<file path="src/rtl/owrgb_pkg.sv">
// shared types and constants for the one-wire rgb pulse encoder
`default_nettype none

package owrgb_pkg;

    localparam int TIMER_W    = 10;
    localparam int CFG_W      = 10;
    localparam int CFG_IDX_W  = 3;
    localparam int LEVEL_W    = 8;
    localparam int FRAME_BITS = 3 * LEVEL_W;
    localparam int BITCNT_W   = $clog2(FRAME_BITS + 1);

    typedef logic [TIMER_W-1:0]    timer_t;
    typedef logic [FRAME_BITS-1:0] frame_t;
    typedef logic [BITCNT_W-1:0]   bitcnt_t;

    // line phases
    typedef enum logic [1:0] {
        PH_IDLE  = 2'd0,
        PH_RESET = 2'd1,
        PH_HIGH  = 2'd2,
        PH_LOW   = 2'd3
    } phase_t;

    // opcodes
    typedef enum logic {
        OP_TICK  = 1'b0,
        OP_START = 1'b1
    } opcode_t;

    // configuration register indexes
    localparam logic [CFG_IDX_W-1:0] REG_RESET_LOW = 3'd0;
    localparam logic [CFG_IDX_W-1:0] REG_ONE_HIGH  = 3'd1;
    localparam logic [CFG_IDX_W-1:0] REG_ONE_LOW   = 3'd2;
    localparam logic [CFG_IDX_W-1:0] REG_ZERO_HIGH = 3'd3;
    localparam logic [CFG_IDX_W-1:0] REG_ZERO_LOW  = 3'd4;

    // reset values of the timing registers
    localparam timer_t RST_RESET_LOW = timer_t'(50);
    localparam timer_t RST_ONE_HIGH  = timer_t'(20);
    localparam timer_t RST_ONE_LOW   = timer_t'(10);
    localparam timer_t RST_ZERO_HIGH = timer_t'(10);
    localparam timer_t RST_ZERO_LOW  = timer_t'(20);

endpackage

`default_nettype wire

</file>
<file path="src/rtl/one_wire_rgb_pulse_encoder.sv">
// top level of the one-wire rgb pulse encoder
`default_nettype none

// channel   | direction | handshake         | payload
// ----------+-----------+-------------------+----------------------------------------
// s_        | in        | s_valid / s_ready | s_opcode, s_red_level, s_blue_level,
//           |           |                   | s_green_level
// m_        | out       | m_valid / m_ready | m_line_level, m_busy_res, m_frame_done
// cfg_      | in        | cfg_we            | cfg_index, cfg_data
//
// one transaction in gives one transaction out; the line state advances in the
// same cycle the input is taken and the result sits in the output register.
// throughput is one transaction per cycle while the output is not stalled; the result is registered.
// s_ready drops only while a result is held and m_ready is low.
// aresetn is synchronous, active low: line idle, timing registers to defaults.

module one_wire_rgb_pulse_encoder (
    input  wire                                  aclk,
    input  wire                                  aresetn,

    input  wire                                  s_valid,
    output logic                                 s_ready,
    input  wire                                  s_opcode,
    input  wire  [owrgb_pkg::LEVEL_W-1:0]        s_red_level,
    input  wire  [owrgb_pkg::LEVEL_W-1:0]        s_blue_level,
    input  wire  [owrgb_pkg::LEVEL_W-1:0]        s_green_level,

    output logic                                 m_valid,
    input  wire                                  m_ready,
    output logic                                 m_line_level,
    output logic                                 m_busy_res,
    output logic                                 m_frame_done,

    input  wire                                  cfg_we,
    input  wire  [owrgb_pkg::CFG_IDX_W-1:0]      cfg_index,
    input  wire  [owrgb_pkg::CFG_W-1:0]          cfg_data
);

    // timing registers
    owrgb_pkg::timer_t reset_low_reg, one_high_reg, one_low_reg;
    owrgb_pkg::timer_t zero_high_reg, zero_low_reg;
    owrgb_pkg::timer_t cfg_value;

    // line state
    owrgb_pkg::phase_t  phase_reg,  phase_next;
    owrgb_pkg::timer_t  timer_reg,  timer_next;
    owrgb_pkg::frame_t  shift_reg,  shift_next;
    owrgb_pkg::bitcnt_t bits_reg,   bits_next;
    logic               done_next;

    // result register
    logic m_valid_reg, line_reg, busy_reg, done_reg;
    logic line_next, busy_next;

    logic    s_fire;
    logic    top_bit, next_top_bit;
    owrgb_pkg::bitcnt_t bits_dec;

    assign s_ready = !m_valid_reg || m_ready;
    assign s_fire  = s_valid && s_ready;

    assign cfg_value = owrgb_pkg::timer_t'(cfg_data);

    // configuration writes, out-of-range indexes are dropped
    always_ff @(posedge aclk) begin
        if (!aresetn) begin
            reset_low_reg <= owrgb_pkg::RST_RESET_LOW;
            one_high_reg  <= owrgb_pkg::RST_ONE_HIGH;
            one_low_reg   <= owrgb_pkg::RST_ONE_LOW;
            zero_high_reg <= owrgb_pkg::RST_ZERO_HIGH;
            zero_low_reg  <= owrgb_pkg::RST_ZERO_LOW;
        end else if (cfg_we) begin
            unique case (cfg_index)
                owrgb_pkg::REG_RESET_LOW: reset_low_reg <= cfg_value;
                owrgb_pkg::REG_ONE_HIGH:  one_high_reg  <= cfg_value;
                owrgb_pkg::REG_ONE_LOW:   one_low_reg   <= cfg_value;
                owrgb_pkg::REG_ZERO_HIGH: zero_high_reg <= cfg_value;
                owrgb_pkg::REG_ZERO_LOW:  zero_low_reg  <= cfg_value;
                default: ;
            endcase
        end
    end

    // current bit and the bit after the shift
    assign top_bit      = shift_reg[owrgb_pkg::FRAME_BITS-1];
    assign next_top_bit = shift_reg[owrgb_pkg::FRAME_BITS-2];
    assign bits_dec     = bits_reg - owrgb_pkg::bitcnt_t'(1);

    // next state; a timer at zero behaves like one tick
    always_comb begin
        phase_next = phase_reg;
        timer_next = timer_reg;
        shift_next = shift_reg;
        bits_next  = bits_reg;
        done_next  = 1'b0;
        if (s_opcode == owrgb_pkg::OP_START) begin
            // start only lands while idle
            if (phase_reg == owrgb_pkg::PH_IDLE) begin
                shift_next = {s_red_level, s_blue_level, s_green_level};
                bits_next  = owrgb_pkg::bitcnt_t'(owrgb_pkg::FRAME_BITS);
                phase_next = owrgb_pkg::PH_RESET;
                timer_next = reset_low_reg;
            end
        end else if (timer_reg > owrgb_pkg::timer_t'(1)) begin
            if (phase_reg != owrgb_pkg::PH_IDLE) begin
                timer_next = timer_reg - owrgb_pkg::timer_t'(1);
            end
        end else begin
            unique case (phase_reg)
                owrgb_pkg::PH_IDLE: ;
                owrgb_pkg::PH_RESET: begin
                    phase_next = owrgb_pkg::PH_HIGH;
                    timer_next = top_bit ? one_high_reg : zero_high_reg;
                end
                owrgb_pkg::PH_HIGH: begin
                    phase_next = owrgb_pkg::PH_LOW;
                    timer_next = top_bit ? one_low_reg : zero_low_reg;
                end
                owrgb_pkg::PH_LOW: begin
                    shift_next = {shift_reg[owrgb_pkg::FRAME_BITS-2:0], 1'b0};
                    bits_next  = bits_dec;
                    if (bits_dec == '0) begin
                        phase_next = owrgb_pkg::PH_IDLE;
                        timer_next = '0;
                        done_next  = 1'b1;
                    end else begin
                        phase_next = owrgb_pkg::PH_HIGH;
                        timer_next = next_top_bit ? one_high_reg : zero_high_reg;
                    end
                end
                default: ;
            endcase
        end
    end

    // result fields follow the phase after this transaction
    always_comb begin
        line_next = 1'b1;
        busy_next = 1'b1;
        unique case (phase_next)
            owrgb_pkg::PH_IDLE:  busy_next = 1'b0;
            owrgb_pkg::PH_RESET: line_next = 1'b0;
            owrgb_pkg::PH_HIGH:  line_next = 1'b1;
            owrgb_pkg::PH_LOW:   line_next = 1'b0;
            default: ;
        endcase
    end

    // state updates on every accepted transaction
    always_ff @(posedge aclk) begin
        if (!aresetn) begin
            phase_reg <= owrgb_pkg::PH_IDLE;
            timer_reg <= '0;
            shift_reg <= '0;
            bits_reg  <= '0;
        end else if (s_fire) begin
            phase_reg <= phase_next;
            timer_reg <= timer_next;
            shift_reg <= shift_next;
            bits_reg  <= bits_next;
        end
    end

    // output register, held while the sink stalls
    always_ff @(posedge aclk) begin
        if (!aresetn) begin
            m_valid_reg <= 1'b0;
        end else if (s_fire) begin
            m_valid_reg <= 1'b1;
        end else if (m_ready) begin
            m_valid_reg <= 1'b0;
        end
    end

    always_ff @(posedge aclk) begin
        if (s_fire) begin
            line_reg <= line_next;
            busy_reg <= busy_next;
            done_reg <= done_next;
        end
    end

    assign m_valid      = m_valid_reg;
    assign m_line_level = line_reg;
    assign m_busy_res   = busy_reg;
    assign m_frame_done = done_reg;

    // a running frame always has bits left, an idle line has none
    a_bits_busy: assert property (@(posedge aclk) disable iff (!aresetn)
        (phase_reg != owrgb_pkg::PH_IDLE) |-> (bits_reg != '0))
        else $error("frame running with no bits left");

    a_bits_idle: assert property (@(posedge aclk) disable iff (!aresetn)
        (phase_reg == owrgb_pkg::PH_IDLE) |-> (bits_reg == '0))
        else $error("idle line with bits pending");

    // a start on an idle line loads a full frame into reset-low
    a_start: assert property (@(posedge aclk) disable iff (!aresetn)
        (s_fire && s_opcode == owrgb_pkg::OP_START && phase_reg == owrgb_pkg::PH_IDLE)
        |=> (phase_reg == owrgb_pkg::PH_RESET
             && bits_reg == owrgb_pkg::bitcnt_t'(owrgb_pkg::FRAME_BITS)))
        else $error("start did not load the frame");

    // line state only moves on an accepted transaction
    a_hold: assert property (@(posedge aclk) disable iff (!aresetn)
        !s_fire |=> ($stable(phase_reg) && $stable(shift_reg) && $stable(timer_reg)))
        else $error("line state moved without a transaction");

    // frame_done only comes with the line back to idle
    a_done_idle: assert property (@(posedge aclk) disable iff (!aresetn)
        (m_valid && m_frame_done) |-> (!m_busy_res && m_line_level))
        else $error("frame_done while busy");

endmodule

`default_nettype wire
</file>
<file path="config.mk">
export PLATFORM = sky130hd
export DESIGN_NAME = one_wire_rgb_pulse_encoder
export DESIGN_NICKNAME = d
export VERILOG_FILES = /design/src/rtl/owrgb_pkg.sv /design/src/rtl/one_wire_rgb_pulse_encoder.sv
export SDC_FILE = /design/constraint.sdc
export NUM_CORES = 1
export LEC_CHECK = 0
export BUFFER_PORTS_ARGS = -buffer_cell sky130_fd_sc_hd__buf_2
export CAP_MARGIN = 20
export CORE_UTILIZATION = 40
export DETAILED_ROUTE_END_ITERATION = 10
export GPL_TIMING_DRIVEN = 0
export HOLD_SLACK_MARGIN = 0.08
export PLACE_DENSITY = 0.58
export SYNTH_ARGS = -nofsm -noshare
export SYNTH_HDL_FRONTEND = slang
export SYNTH_SLANG_ARGS = --single-unit
</file>
<file path="constraint.sdc">
create_clock -name aclk -period 3.47 [get_ports aclk]
set_input_delay 0.694 -clock aclk [delete_from_list [all_inputs] [get_ports aclk]]
set_output_delay 0.694 -clock aclk [all_outputs]
set_load 0.02 [all_outputs]
</file>
Word level (Yosys, flattened, before mapping)

Cells that the tools add are included.

$lt $le $gt $ge: 1
Bitwise gates (word level): 1
Divide/modulo/power cells: 0
Reduce and logical (&&, ||, !) cells: 20
Mux-type cells: 27
$add $sub $neg: 2
Equality and inequality tests: 12
Shift-type cells: 0
$mul: 0

Operators by type and width:

| cell                    | count |
|---|---|
| $mux W24                | 4 |
| $mux W10                | 8 |
| $pmux W10 S3            | 1 |
| $mux W5                 | 4 |
| $gt A10 B1 Y1 const B   | 1 |
| $reduce_and A2 Y1       | 5 |
| $sub A10 B1 Y10 const B | 1 |
| $mux W2                 | 4 |
| $reduce_and A4 Y1       | 2 |
| $eq A2 B2 Y1 const B    | 3 |
| $eq A3 B2 Y1 const B    | 2 |
| $pmux W2 S3             | 1 |
| $reduce_bool A2 Y1      | 3 |
| $logic_not A5 Y1        | 1 |
| $mux W1                 | 5 |
| $reduce_bool A5 Y1      | 1 |
| $sub A5 B1 Y5 const B   | 1 |
| $eq A2 B1 Y1 const B    | 2 |
| $logic_not A2 Y1        | 2 |
| $eq A3 B1 Y1 const B    | 1 |
| $eq A3 B3 Y1 const B    | 1 |
| $logic_not A3 Y1        | 1 |
| $ne A3 B2 Y1 const B    | 1 |
| $reduce_or A3 Y1        | 1 |
| 7 further kinds         | 7 |

Memories kept: 0
Output and inout bits: 5
Bits in writable memories: 0
Logic and storage cells: 76
Latch bits: 0
Register bits after elaboration: 95
Input bits: 43
ROM bits: 0

Logic depth before layout (Yosys ltp)

Depth in word-level cells: 9
Depth in mapped cells: 9

Worst setup path before layout

Ideal clock, no wire load.

Kind: register to register
Start point: reg timer_reg[4]
End point: reg timer_reg[0]
Setup slack: 1.094 ns
Clock period less this slack: 2.376 ns
Arrival time: 2.301 ns
Setup time: 0.074 ns
Stages on the path, launching flop included: 8
Path through: dfxtp_1 -> or4_1 -> buf_2 -> or4_4 -> buf_6 -> nor2_8 -> or4b_1 -> a31oi_1

Word-level cells in the longest chain between the ends: 3

RTL lines:

| what                                                    | line                              | text |
|---|---|---|
| start, declared                                         | one_wire_rgb_pulse_encoder.sv:46  | `owrgb_pkg::timer_t timer_reg, timer_next;` |
| start signal, assigned                                  | one_wire_rgb_pulse_encoder.sv:158 | `timer_reg <= timer_next;` |
| $gt A10 B1 Y1 *                                         | one_wire_rgb_pulse_encoder.sv:104 | `end else if (timer_reg > owrgb_pkg::timer_t'(1)) begin` |
| $ne A3 B2 Y1 (no line), or another cell as far along    | n/a                               |  |
| $reduce_and A4 Y1 (no line) or $mux W10 (tied branches) | n/a                               |  |

Every way passes the cells marked *; elsewhere a longest branch is shown, timed or not.
A chain may end at the register's enable or synchronous reset.

Final worst setup path

Start point: reg phase_reg[1]
End point: reg timer_reg[1]

Word-level cells in the longest chain between the ends: 4

RTL lines:

| what                                         | line                              | text |
|---|---|---|
| start, declared                              | one_wire_rgb_pulse_encoder.sv:45  | `owrgb_pkg::phase_t phase_reg, phase_next;` |
| start signal, assigned                       | one_wire_rgb_pulse_encoder.sv:152 | `phase_reg <= owrgb_pkg::PH_IDLE;` |
| start signal, assigned                       | one_wire_rgb_pulse_encoder.sv:157 | `phase_reg <= phase_next;` |
| $eq A2 B2 Y1 or $eq A2 B1 Y1 (tied branches) | one_wire_rgb_pulse_encoder.sv:109 | `unique case (phase_reg)` |
| $pmux W10 S3                                 | one_wire_rgb_pulse_encoder.sv:109 |  |
| $mux W10                                     | one_wire_rgb_pulse_encoder.sv:104 |  |
| $mux W10                                     | one_wire_rgb_pulse_encoder.sv:96  | `if (s_opcode == owrgb_pkg::OP_START) begin` |

Parallel ways exist; a longest one is shown, timed or not.

==> qor.csv <==
metric;value;unit
# setup viols final;0;
total track usage;0.226;
Top FF cell, synth;dfxtp_1;
Final ANT Viol Nets;0;
worst slack, placed;0.570;ns
Net Switching;0.000984;W
Yosys top cell area share;0.375;
largest net degree at the start of global routing;16;
M2 GR Usage;0.351;
clock slew at reported path FFs;0.07;ns
Max Slew Vio Count;0;
status;complete, no violations;
Yosys warning total;0;
Hold WC Path Type;flop to flop;
Static Leak;2.10;nW
Peak VDD IR;0.000325;V
Final TNS setup;0;ns
Yosys reg bits;95;
total power per unit cell area;560;nW/um2
area leader, netlist;dfxtp_1;
ys async rst share;0;
startpoint types;flop;
routability cong.;0.911;
dpl hpwl;10.2;mm
DR vias;4523;
die height;113;um
Clock Power Share;0.350;
initial antenna violation count;0;
Core ar.;12000;um2
Iter 0 DRT Violations;329;
Post-CTS Hold Fix Bufs;0;
period utilization;0.813;
reg-to-reg setup timing slack;0.65;ns
Synthesized Nets;654;
combinational share of power;0.256;
Max-Cap Viols;0;
PnR worst setup slack;0.649;ns
PostCTS Resize Cnt;0;
number of global-route vias before repair;4102;
Avg WL per Cell;17.3;um
FF/Latch Area;1930;um2
Die ar.;12700;um2
remaining global-route overflow;0;
vias per cell;5.58;
clk root buf;clkbuf_16;
CTS tree;yes;
worst r2r dst;timer_reg[1];
relative slew slack;0.446;
DRT Pass-1 Iters;5;
Die X;113;um
ant diodes;0;
total CTS buffers;9;
# IOs;48;
CTS sink count;95;
H-tree Lvls;3;
post-CTS setup repair buffer count;0;
cell count of the worst hold path;2;
final hold violations;0;
cells after synthesis;603;
gr busiest metal;met2;
Reg2Reg Depth;7;
Reg power frac;0.394;
RSZ-0062 raised after global routing;no;
GR met3 Demand/Resource;0.0520;
Initial Util;0.410;
Synth Cell Area;4910;um2
worst r2r src;phase_reg[1];
first-pass GRT wire length;22.2;mm
CP Max Fanout;10;
min-delay src;zero_low_reg[6];
FMAX;355;MHz
critical path class;flop to flop;
Post-synth EDFFs;3;
worst hold endpoint;zero_low_reg[6];
Final Skew;0.00411;ns
Post-Route WL;14.0;mm
Crit. End Element;flop;
top cells by area, synth;dfxtp_1 (38%), nand2_1 (9.0%), mux2i_1 (8.4%), a21oi_1 (6.4%), a211oi_1 (4.0%);
met1 global-route usage;0.314;
syn avg cell area;8.14;um2
CP Data Required Time;3.75;ns
Row Count;40;
area occupied by multi-input gates;2730;um2
Worst EP arrival;3.10;ns
clock latency on the worst-skew pair;0.35;ns
register area share after synthesis;0.394;
fraction of layout cells with a size suffix above 1;0.136;
layout filler cell count;1189;
Area Growth Syn to Fin;15.2;%
P_int;0.00218;W
nets@finish;710;
max reg flops;24;
Hold WS;0.454;ns
Worst Tran Pin Value;0.820;ns
switching share of power;0.311;
CTS max path bufs;2;
input/output buffers;44;
Final Critical Period;2.82;ns
Residual DRC;0;
number of distinct library cells after synthesis;66;
-- cell families (layout without fill, tap and decap cells) --
logic type,after synthesis,after routing,synth area share
DFF,95,95,0.394
buffers and inverters,59,120,0.0505
AOI/OAI and AO/OA,161,161,0.213
and+or+nand+nor,226,226,0.211
xor gates and xnor gates,4,4,0.00714
muxes,50,50,0.104
adders and majority gates,8,8,0.0204
-- power by group through the flow --
| stage | combinational, W | sequential, W | clock, W |
|---|---|---|---|
| 2_1_floorplan | 0.000586 | 0.00126 | 0 |
| 3_3_place_gp | 0.000776 | 0.00127 | 0 |
| 3_5_place_dp | 0.000792 | 0.00127 | 0 |
| 4_1_cts | 0.000798 | 0.00125 | 0.00113 |
| 5_1_grt | 0.000887 | 0.00126 | 0.00117 |
| 6_report | 0.000810 | 0.00125 | 0.00111 |
-- cell type report --
| cell class | count | share of cell area |
|---|---|---|
| multi-input cells | 449 | 0.483 |
| flip-flops and latches | 95 | 0.342 |
| clock buffers | 12 | 0.0454 |
| repair buffers | 45 | 0.0403 |
| plain buffers | 42 | 0.0325 |
| well taps | 147 | 0.0325 |
| clock inverters | 4 | 0.0135 |
| inverters | 17 | 0.0113 |
-- critical path: stages, from the launching register on --
cell      delay, ns
dfxtp_1        0.42
ha_1           0.18
clkbuf_1       0.33
inv_1          0.15
a41oi_1        0.66
a221oi_1       0.19
or4b_1         0.62
a31oi_1        0.19
-- worst max-delay path by stage --
stage	from	endpoint	cells after the start
global route	phase_reg[1]	timer_reg[1]	7
CTS	phase_reg[1]	timer_reg[1]	7
finish	phase_reg[1]	timer_reg[1]	7
global placement	timer_reg[4]	timer_reg[4]	7
detailed placement	s_opcode	shift_reg[18]	5
floorplan	timer_reg[4]	timer_reg[0]	7
-- per-stage QoR --
| stage | cells | instance area (um2) | power [W] | util |
|---|---|---|---|---|
| floorplan | 603 | 4910 | 0.00184 | - |
| global placement | 794 | 5310 | 0.00204 | 0.444 |
| detailed placement | 795 | 5320 | 0.00206 | 0.445 |
| CTS | 811 | 5650 | 0.00317 | 0.473 |
| global route | 811 | 5650 | 0.00332 | 0.473 |
| finish | 811 | 5650 | 0.00317 | 0.473 |
-- layer usage --
| metal | vias to the layer above | part of all wire |
|---|---|---|
| li1 | 2257 | - |
| met1 | 2114 | 0.49 |
| met2 | 133 | 0.44 |
| met3 | 19 | 0.055 |
| met4 | 0 | 0.014 |
| met5 | - | 0 |
-- cell usage in the layout (no fill, tap or decap), types with 15 or more instances in the layout --
cell      count
clkbuf_1     34
inv_1        15
nor2_1       46
o21ai_0      16
nand2_1     118
buf_2        47
mux2i_1      41
dfxtp_1      92
a21oi_1      63
a211oi_1     26
-- cells in the mapped netlist (3+ instances only) --
library cell,instances
nand2_1,118
dfxtp_1,92
a21oi_1,63
nor2_1,46
mux2i_1,41
clkbuf_1,33
a211oi_1,26
o21ai_0,16
inv_1,15
nand3_1,14
mux2_2,9
a31oi_1,8
ha_1,8
nor2b_1,7
nor3_1,6
nor3b_1,5
o211ai_1,5
or2_2,5
o221ai_1,4
o22ai_1,4
o31ai_1,4
a221oi_1,3
a311oi_1,3
a41o_1,3
buf_2,3
edfxtp_1,3
nand2b_1,3
o21bai_1,3
or4_1,3
xnor2_1,3
Note: power is estimated with default switching activity, not from simulation.
